## config.mk

```make
export PLATFORM = sky130hd
export DESIGN_NAME = hysteresis_rule_actuator_top
export DESIGN_NICKNAME = d
export VERILOG_FILES = /design/src/rtl/hra_pkg.sv /design/src/rtl/hra_eval.sv /design/src/rtl/hysteresis_rule_actuator_top.sv
export SDC_FILE = /design/constraint.sdc
export NUM_CORES = 1
export LEC_CHECK = 0
export BUFFER_PORTS_ARGS = -buffer_cell sky130_fd_sc_hd__buf_2
export CAP_MARGIN = 40
export CORE_MARGIN = 1
export CORE_UTILIZATION = 30
export DETAILED_ROUTE_END_ITERATION = 8
export HOLD_SLACK_MARGIN = 0.02
export PLACE_DENSITY = 0.43
export SETUP_SLACK_MARGIN = 0.5
export SLEW_MARGIN = 30
export SYNTH_ARGS = -nofsm -noshare
export SYNTH_HDL_FRONTEND = slang
export SYNTH_HIERARCHICAL = 1
export SYNTH_SLANG_ARGS = --single-unit
```

## constraint.sdc

```tcl
create_clock -name clk -period 6.55 [get_ports clk]
set_input_delay 1.31 -clock clk [delete_from_list [all_inputs] [get_ports clk]]
set_output_delay 1.31 -clock clk [all_outputs]
set_load 0.01 [all_outputs]
```

## src/rtl/hra_pkg.sv

```systemverilog
// Shared types and constants for the hysteresis rule actuator.
// Used by all RTL modules and the testbench; depends on nothing.
package hra_pkg;

	// Rule register store: eight registers of 38 bits on a 64-bit port
	localparam int RULE_REGS = 8;
	localparam int RULE_W    = 38;
	localparam int DATA_W    = 64;
	localparam int ADDR_W    = $clog2(RULE_REGS * 8);
	localparam int IDX_W     = $clog2(RULE_REGS);

	// Field widths that the register packing fixes
	localparam int LEVEL_W = 16;
	localparam int PWM_W   = 7;

	// Action codes
	localparam logic [1:0] ACT_RELAY_ONE = 2'd0;
	localparam logic [1:0] ACT_RELAY_TWO = 2'd1;
	localparam logic [1:0] ACT_PWM_FULL  = 2'd2;
	localparam logic [1:0] ACT_PWM_HALF  = 2'd3;

	// Duty levels
	localparam logic [PWM_W-1:0] PWM_OFF  = 7'd0;
	localparam logic [PWM_W-1:0] PWM_FULL = 7'd100;
	localparam logic [PWM_W-1:0] PWM_HALF = 7'd50;

	// One rule, in register bit order (MSB first)
	typedef struct packed {
		logic               enable;
		logic [1:0]         action;
		logic [2:0]         channel;
		logic [LEVEL_W-1:0] off_level;
		logic [LEVEL_W-1:0] threshold;
	} rule_t;

	// Actuator drive state
	typedef struct packed {
		logic             relay_one;
		logic             relay_two;
		logic [PWM_W-1:0] pwm;
	} act_state_t;

	// Outcome of one snapshot
	typedef struct packed {
		act_state_t drive;
		logic       fail;
	} eval_t;

endpackage

```

## src/rtl/hra_eval.sv

```systemverilog
// Rule evaluation for one snapshot: comparator pairs per rule and a priority merge.
// Depends on hra_pkg.
module hra_eval #(
	parameter int NUM_CHANNELS = 8,
	parameter int VALUE_BITS   = 16,
	parameter int MAX_RULES    = 8
) (
	input  hra_pkg::rule_t                rules   [hra_pkg::RULE_REGS],
	input  logic signed [VALUE_BITS-1:0]  values  [NUM_CHANNELS],
	input  logic [NUM_CHANNELS-1:0]       present,
	input  hra_pkg::act_state_t           cur,
	output hra_pkg::eval_t                result
);

	localparam int CH_W  = $clog2(NUM_CHANNELS);
	localparam int CMP_W = (VALUE_BITS > hra_pkg::LEVEL_W) ? VALUE_BITS : hra_pkg::LEVEL_W;

	logic [MAX_RULES-1:0] hit;
	logic [MAX_RULES-1:0] drive;
	logic [MAX_RULES-1:0] turn_on;

	// Compare each rule's reading against its two levels
	for (genvar i = 0; i < MAX_RULES; i++) begin : g_rule
		logic [CH_W-1:0]   ch;
		logic              in_range;
		logic signed [CMP_W-1:0] val;
		logic signed [CMP_W-1:0] thr;
		logic signed [CMP_W-1:0] off;

		assign ch       = rules[i].channel[CH_W-1:0];
		assign in_range = (32'(rules[i].channel) < NUM_CHANNELS);
		assign hit[i]   = in_range && present[ch];
		assign val      = CMP_W'(values[ch]);
		assign thr      = CMP_W'(signed'(rules[i].threshold));
		assign off      = CMP_W'(signed'(rules[i].off_level));
		assign turn_on[i] = (val > thr);
		assign drive[i]   = (val > thr) || (val < off);
	end

	// Apply rules in order; the later rule wins, a missing channel forces all off
	always_comb begin
		result.drive = cur;
		result.fail  = 1'b0;
		for (int i = 0; i < MAX_RULES; i++) begin
			if (rules[i].enable) begin
				if (!hit[i]) begin
					result.fail = 1'b1;
				end else if (drive[i]) begin
					unique case (rules[i].action)
						hra_pkg::ACT_RELAY_ONE: result.drive.relay_one = turn_on[i];
						hra_pkg::ACT_RELAY_TWO: result.drive.relay_two = turn_on[i];
						hra_pkg::ACT_PWM_FULL: begin
							result.drive.pwm = turn_on[i] ? hra_pkg::PWM_FULL : hra_pkg::PWM_OFF;
						end
						hra_pkg::ACT_PWM_HALF: begin
							result.drive.pwm = turn_on[i] ? hra_pkg::PWM_HALF : hra_pkg::PWM_OFF;
						end
						default: result.drive = result.drive;
					endcase
				end
			end
		end
		if (result.fail) begin
			result.drive.relay_one = 1'b0;
			result.drive.relay_two = 1'b0;
			result.drive.pwm       = hra_pkg::PWM_OFF;
		end
	end

endmodule

```

## src/rtl/hysteresis_rule_actuator_top.sv

```systemverilog
// Hysteresis rule actuator: one sensor snapshot in, one actuator result out per beat.
// Throughput is one beat per cycle unless res_ready holds the result; a snapshot passes
// the input register, then the result register. Rule evaluation is combinational and
// feeds the state update directly, since each snapshot starts from the drive state the
// previous one left. The result register doubles as the held drive state. Rule
// registers sit on an APB port at byte address 8*i; the user must write them only while
// the block is idle, which the block does not enforce. Depends on hra_pkg and hra_eval.
module hysteresis_rule_actuator_top #(
	parameter int NUM_CHANNELS = 8,
	parameter int VALUE_BITS   = 16,
	parameter int MAX_RULES    = 8
) (
	input  logic                          clk,
	input  logic                          arst_n,
	// configuration port
	input  logic                          psel,
	input  logic                          penable,
	input  logic                          pwrite,
	input  logic [hra_pkg::ADDR_W-1:0]    paddr,
	input  logic [hra_pkg::DATA_W-1:0]    pwdata,
	output logic [hra_pkg::DATA_W-1:0]    prdata,
	output logic                          pready,
	// snapshot channel
	input  logic                          snap_valid,
	output logic                          snap_ready,
	input  logic signed [VALUE_BITS-1:0]  value_0,
	input  logic signed [VALUE_BITS-1:0]  value_1,
	input  logic signed [VALUE_BITS-1:0]  value_2,
	input  logic signed [VALUE_BITS-1:0]  value_3,
	input  logic signed [VALUE_BITS-1:0]  value_4,
	input  logic signed [VALUE_BITS-1:0]  value_5,
	input  logic signed [VALUE_BITS-1:0]  value_6,
	input  logic signed [VALUE_BITS-1:0]  value_7,
	input  logic [7:0]                    present_mask,
	// result channel
	output logic                          res_valid,
	input  logic                          res_ready,
	output logic                          relay_one,
	output logic                          relay_two,
	output logic [hra_pkg::PWM_W-1:0]     pwm_percent,
	output logic                          failsafe_alarm,
	output logic [2:0]                    changed_mask
);

	hra_pkg::rule_t              rule_q [hra_pkg::RULE_REGS];
	logic [hra_pkg::IDX_W-1:0]   cfg_idx;
	logic                        cfg_wr;

	logic signed [VALUE_BITS-1:0] value_in [8];
	logic signed [VALUE_BITS-1:0] value_s1 [NUM_CHANNELS];
	logic [NUM_CHANNELS-1:0]      present_s1;
	logic                         valid_s1;
	logic                         advance;

	hra_pkg::act_state_t          state_q;
	logic                         fail_q;
	logic [2:0]                   changed_q;
	logic                         res_valid_q;
	hra_pkg::eval_t               eval_res;

	// Configuration access
	assign pready  = 1'b1;
	assign cfg_idx = paddr[hra_pkg::ADDR_W-1:3];
	assign cfg_wr  = psel && penable && pwrite && pready;
	assign prdata  = hra_pkg::DATA_W'(rule_q[cfg_idx]);

	always_ff @(posedge clk or negedge arst_n) begin
		if (!arst_n) begin
			for (int i = 0; i < hra_pkg::RULE_REGS; i++) begin
				rule_q[i] <= '0;
			end
		end else if (cfg_wr) begin
			rule_q[cfg_idx] <= hra_pkg::rule_t'(pwdata[hra_pkg::RULE_W-1:0]);
		end
	end

	// Handshake: advance when the result register is free or being drained
	assign advance    = valid_s1 && (!res_valid_q || res_ready);
	assign snap_ready = !valid_s1 || advance;

	assign value_in[0] = value_0;
	assign value_in[1] = value_1;
	assign value_in[2] = value_2;
	assign value_in[3] = value_3;
	assign value_in[4] = value_4;
	assign value_in[5] = value_5;
	assign value_in[6] = value_6;
	assign value_in[7] = value_7;

	// Input register: hold the snapshot for evaluation
	always_ff @(posedge clk or negedge arst_n) begin
		if (!arst_n) begin
			valid_s1 <= 1'b0;
		end else if (snap_ready) begin
			valid_s1 <= snap_valid;
		end
	end

	always_ff @(posedge clk) begin
		if (snap_valid && snap_ready) begin
			for (int c = 0; c < NUM_CHANNELS; c++) begin
				value_s1[c] <= value_in[c];
			end
			present_s1 <= present_mask[NUM_CHANNELS-1:0];
		end
	end

	hra_eval #(
		.NUM_CHANNELS (NUM_CHANNELS),
		.VALUE_BITS   (VALUE_BITS),
		.MAX_RULES    (MAX_RULES)
	) u_eval (
		.rules   (rule_q),
		.values  (value_s1),
		.present (present_s1),
		.cur     (state_q),
		.result  (eval_res)
	);

	// Result register and held drive state
	always_ff @(posedge clk or negedge arst_n) begin
		if (!arst_n) begin
			res_valid_q <= 1'b0;
			state_q     <= '0;
			fail_q      <= 1'b0;
			changed_q   <= '0;
		end else begin
			if (advance) begin
				res_valid_q <= 1'b1;
				state_q     <= eval_res.drive;
				fail_q      <= eval_res.fail;
				changed_q   <= {eval_res.drive.pwm != state_q.pwm,
				                eval_res.drive.relay_two != state_q.relay_two,
				                eval_res.drive.relay_one != state_q.relay_one};
			end else if (res_ready) begin
				res_valid_q <= 1'b0;
			end
		end
	end

	assign res_valid      = res_valid_q;
	assign relay_one      = state_q.relay_one;
	assign relay_two      = state_q.relay_two;
	assign pwm_percent    = state_q.pwm;
	assign failsafe_alarm = fail_q;
	assign changed_mask   = changed_q;

endmodule

```

**Word-level counts from Yosys, hierarchy flattened**

Index checks and enable logic that the tools add are counted.

- Word-level logic and storage cells: 273
- Register bits: 455
- Output and inout bits: 80
- Bits of input ports: 213

- Bitwise logic cells: 9
- Magnitude comparators: 34
- Reductions and logical operators: 26
- Mux-type cells: 121
- Equality and inequality tests: 27

Operator list:

| operator | number |
|---|---|
| 16-bit binary-select mux with 3-bit select | 8 |
| 304-bit bitwise mux | 1 |
| 16-bit two-way mux | 16 |
| 9-bit two-way mux | 17 |
| 16-bit > comparator | 8 |
| 16-bit less-than comparator | 8 |
| 38-bit binary-select mux with 3-bit select | 1 |
| 38-bit demux with 3-bit select | 1 |
| 38-bit two-way mux | 3 |
| 7-bit case mux with 2 select lines | 8 |
| 10-bit two-way mux | 8 |
| 7-bit two-way mux | 8 |
| 6-bit two-way mux | 8 |
| 4-bit >= comparator, second input constant | 9 |
| 3-bit inverter with 4-bit output | 9 |
| 1-bit two-way mux | 34 |
| 2-bit equality test, second input constant | 16 |
| 3-bit by 4-bit less-than comparator with 1-bit output, second input constant | 8 |
| 1-bit binary-select mux with 3-bit select | 8 |
| 2-bit by 1-bit equality test with 1-bit output, second input constant | 8 |
| 2-bit zero test | 8 |
| 1-bit logical OR | 10 |
| 7-bit != test | 1 |
| 1-bit logical AND | 5 |
| 4 further kinds | 6 |

**Longest topological paths before layout**

- Depth in word-level cells: 40
- Mapped depth: 17
- Depth with buffers taken out: 15

**By module**

Netlist, hierarchy kept.

By module, submodules not included:

| module | sequential area each (sq um) | times used | area each (sq um) | cells an instance |
|---|---|---|---|---|
| hysteresis_rule_actuator_top | 12,066.6 | 1 | 18,711.7 | 1,055 |
| hra_eval | 0.0 | 1 | 15,562.4 | 1,581 |

**Worst setup path before layout**

OpenSTA, ideal clock, no wires.

- Path type: input -> register
- From: input res_ready
- To: register present_s1[0], enable pin
- Slack: 1,386 ps
- Data required time: 6,038 ps
- Path buffers: 0
- Library setup time: 512 ps
- Cell stages on the path: 2
- Arrival: 4,652 ps
- Cell sequence: nand3b_1 and2_1

- Longest elaborated chain between the ends: 4

Ends and longest elaborated chain:

| what | line | text |
|---|---|---|
| start, declared | hysteresis_rule_actuator_top.sv:37 | `input logic res_ready,` |
| 1-bit logical OR | hysteresis_rule_actuator_top.sv:78 | `assign advance = valid_s1 && (!res_valid_q \|\| res_ready);` |
| 1-bit logical AND | hysteresis_rule_actuator_top.sv:78 |  |
| 1-bit logical OR | hysteresis_rule_actuator_top.sv:79 | `assign snap_ready = !valid_s1 \|\| advance;` |
| 1-bit logical AND | hysteresis_rule_actuator_top.sv:100 | `if (snap_valid && snap_ready) begin` |
| end signal, assigned | hysteresis_rule_actuator_top.sv:104 | `present_s1 <= present_mask[NUM_CHANNELS-1:0];` |
| end, declared | hysteresis_rule_actuator_top.sv:51 | `logic [NUM_CHANNELS-1:0] present_s1;` |

Every way passes these cells.
A chain may end at the register's enable or synchronous reset.

==> flow_summary_export.csv <==
group,metric,value,unit
die,coreArea,0.113,mm2
route,wirelength,135,mm
flow_run,cap_violations,0,
pwr,leakage,16.1,nW
yosys,syn_inst,2636,
placement,place.gp.congestion,0.921,
final_layout,final_util,35.0,%
route,num_vias,25100,
yosys,synthTopCellsByCount,"468 x mux2_2, 334 x mux4_2, 319 x dfrtp_1, 271 x inv_1, 248 x ha_1",
pwr,internal_power,8.10,mW
global_route,grt_pass1_vias,25600,
pwr,pwr-share-comb,45.8,%
die,num_rows,123,
critical_path,rrSetupSlack,860,ps
status,status,"finished, final reports clean",
pwr,swShare,40.2,%
clock_tree,cts_tree,"done",
final_layout,ff_latch_area,0.0121,mm2
yosys,synth_area,0.0343,mm2
critical_path,path_max_fanout,19,
yosys,ys_ff_latch,455,
global_route,grt_max_degree,136,
critical_path,worstSetupPathType,"flop to flop",
clock_tree,cts-buffers-inserted,56,
yosys,synth_most_common_cell,"mux2_2",
timing,maxSlewHeadroom,34.8,%
yosys,synth_area_leaders,"dfrtp_1 23%, mux4_2 22%, mux2_2 15%",
clock_tree,cts_sinks,455,
route,final_antenna_net_count,0,
pwr,pwr-share-clk,24.0,%
critical_path,slowest_stage,"dfrtp_4",
yosys,synth_edf_count,136,
global_route,grt_overflow_total,0,
clock_tree,root_buffer,"clkbuf_16",
route,drc,0,
clock_tree,clkTransAtPathRegs,70,ps
yosys,synth.distinct_cells,90,
critical_path,worst-endpoint-required,7090,ps
die,start_util,30.4,%
critical_path,cp_cell_sequence,"buf_4 > mux4_2 > mux2_2 > ha_1 > nand4_1 > or4_1 > a311oi_1 > nor4_1 > clkbuf_2 > or2_2 > a21o_1 > a21oi_1 > o211ai_1 > a211oi_1 > xor2_1 > nor4_1 > a31oi_1",
critical_path,endpoint_kind,"flop",
yosys,synth_top_area_share,23.3,%
critical_path,slowest_delay,680,ps
route,routed_via_density,5.67,
route,wl_per_cell,30.5,um
timing,fin_crit_sh,86.9,%
final_layout,drive_gt1_share,43.5,%
die,dieHeight,340,um
clock_tree,clock_latency,670,ps
timing,fin_worst_skew,23.8,ps
clock_tree,cts.htree.levels,2,
final_layout,area_delta_synth_final,15.2,%
yosys,avgSynthCellArea,13.0,um2
die,die-width,340,um
global_route,antenna_found_initial,9,
timing,max_slew.worst_pin.slew,951,ps
critical_path,cp.arrival,6230,ps
die,die_area,0.116,mm2
clock_tree,post-cts-setup-buffer-count,0,
route,dr.first_iter.drc_count,2016,
timing,max_freq,176,MHz
hold_path,hold_path.class,"flop to flop",
yosys,yosysWarningCount,6,
timing,period_needed,5690,ps
final_layout,nNetsFinal,3340,
yosys,dominantRegCellSynth,"dfrtp_1",
yosys,async_reset_ff_share,70.1,%
timing,rsz0062_at_grt,"no",
global_route,grtUsageTotal,23.2,%
clock_tree,cts_buffer_depth,3,
hold_path,holdPathStages,2,
critical_path,start_kind,"flop",
route,first_pass_iters,5,
pwr,p_seq_share,30.2,%
critical_path,r2r_cells,17,
pwr,powerDensity,343,mW/mm2
placement,place_area,0.0375,mm2
timing,drv_slew,0,
yosys,synth_top_area_cell,"dfrtp_1",
final_layout,final_cell_area,0.0395,mm2
die,io_pins,293,
placement,dp_hpwl,105,mm
timing,hold_violations,0,
timing,fin_setup_tns,0,ps
pwr,power.switching,5.44,mW
timing,setup_violations,0,
yosys,ys_seq_area_share,35.2,%
global_route,grt_pass1_wl,192,mm
placement,portBuffers,236,
pwr,peakVddDrop,0.204,mV
final_layout,multi_input_area,0.0204,mm2
critical_path,path_common_cell,"nor4_1",
final_layout,num-fill-cells,11000,
-- cell families (layout without fill, tap and decap cells) --
family / Yosys count / count (layout) / synth area share [%]
adder cells (fa/ha/maj): 248 / 248 / 9.05
buffers and inverters: 439 / 704 / 5.64
AO/OA/AOI/OAI: 288 / 288 / 5.84
XOR/XNOR: 10 / 10 / 0.256
AND/OR/NAND/NOR: 362 / 362 / 5.77
flip-flops: 455 / 455 / 35.2
other: 2 / 28 / 0.0219
multiplexers: 832 / 832 / 38.2
-- repair_timing --
action                                  in CTS  in global routing
endpoints found under the setup margin       1                  1
resized for setup                            1                  2
hold endpoints to repair                     0                  0
hold buffers                                 0                  0
-- registers in the layout, summed over array words and instances, names as in the netlist --
register	count
rule_q	304
value_s1	128
present_s1	8
pwm_percent	7
changed_mask	3
failsafe_alarm	1
relay_one	1
relay_two	1
res_valid	1
valid_s1	1
-- cells in the final DEF, fill, tap and decap left out, types with 8 or more instances in the layout --
cell type / n
mux2_2: 468
mux4_2: 334
dfrtp_1: 307
inv_1: 271
ha_1: 248
buf_2: 232
edfxtp_1: 136
a21oi_1: 72
buf_4: 71
nor2_1: 66
nand2_1: 62
clkbuf_16: 57
o21ai_0: 52
nand4_1: 39
nand3_1: 31
mux2i_1: 29
conb_1: 27
nor3_1: 22
nand2b_1: 20
a211oi_1: 18
a21o_1: 17
nor2b_1: 16
nand3b_1: 15
and3_1: 13
clkinv_2: 12
o21a_1: 12
o211ai_1: 11
a211o_1: 10
or3_1: 10
buf_12: 9
dfrtp_2: 9
nor3b_1: 8
xor2_1: 8
nor4_1: 8
clkbuf_8: 8
-- area by class of cell --
cell class                 count  area share [%]
inverter                     271            2.58
clock buffer                  72            3.96
antenna                        1         0.00634
sequential                   455            30.6
clock inverter                33           0.846
tap                         1500            4.75
timing repair buffer         328            5.48
multi-input combinational   1767            51.8
-- critical path: cells and delay by family, from the launching register on --
family                   cells  cell delay (ps)
AO/OA/AOI/OAI                6             1540
buffers and inverters        2              430
multiplexers                 2              860
flip-flops                   1              680
adder cells (fa/ha/maj)      1              350
AND/OR/NAND/NOR              5             1530
XOR/XNOR                     1              120
-- metrics by stage --
| step | setup WS (ps) | total power, mW | hold slack (ps) | instances |
|---|---|---|---|---|
| 6_report | 858 | 13.5 | 527 | 4427 |
| 5_1_grt | 547 | 14.2 | 551 | 4426 |
| 4_1_cts | 659 | 13.6 | 531 | 4421 |
| 3_5_place_dp | 501 | 10.2 | 516 | 4316 |
| 3_3_place_gp | 472 | 10.1 | 503 | 4302 |
| 2_1_floorplan | 1390 | 7.70 | 491 | 2661 |
-- power by group through the flow --
stage	sequential [mW]	combinational [mW]	clock [mW]
2_1_floorplan	3.74	3.96	0
3_3_place_gp	4.15	5.96	0
4_1_cts	4.10	6.12	3.34
3_5_place_dp	4.15	6.08	0
5_1_grt	4.16	6.63	3.44
6_report	4.08	6.20	3.25
-- per-layer routing --
metal	vias to the layer above	track usage (%)	wire [um]
li1	10700	-	-
met3	146	3.00	7790
met2	906	36.6	62100
met5	-	0	42
met1	13300	33.5	62200
met4	6	5.47	3070
-- final timing paths --
path                            startpoint               to
min in group asynchronous           arst_n      rule_q[293]
hold / removal             changed_mask[0]  changed_mask[0]
max in group asynchronous           arst_n      rule_q[185]
setup / recovery               rule_q[222]  changed_mask[2]
hold reg to reg            changed_mask[0]  changed_mask[0]
setup reg to reg               rule_q[222]  changed_mask[2]
No activity file was read; power rests on OpenSTA's default activity.
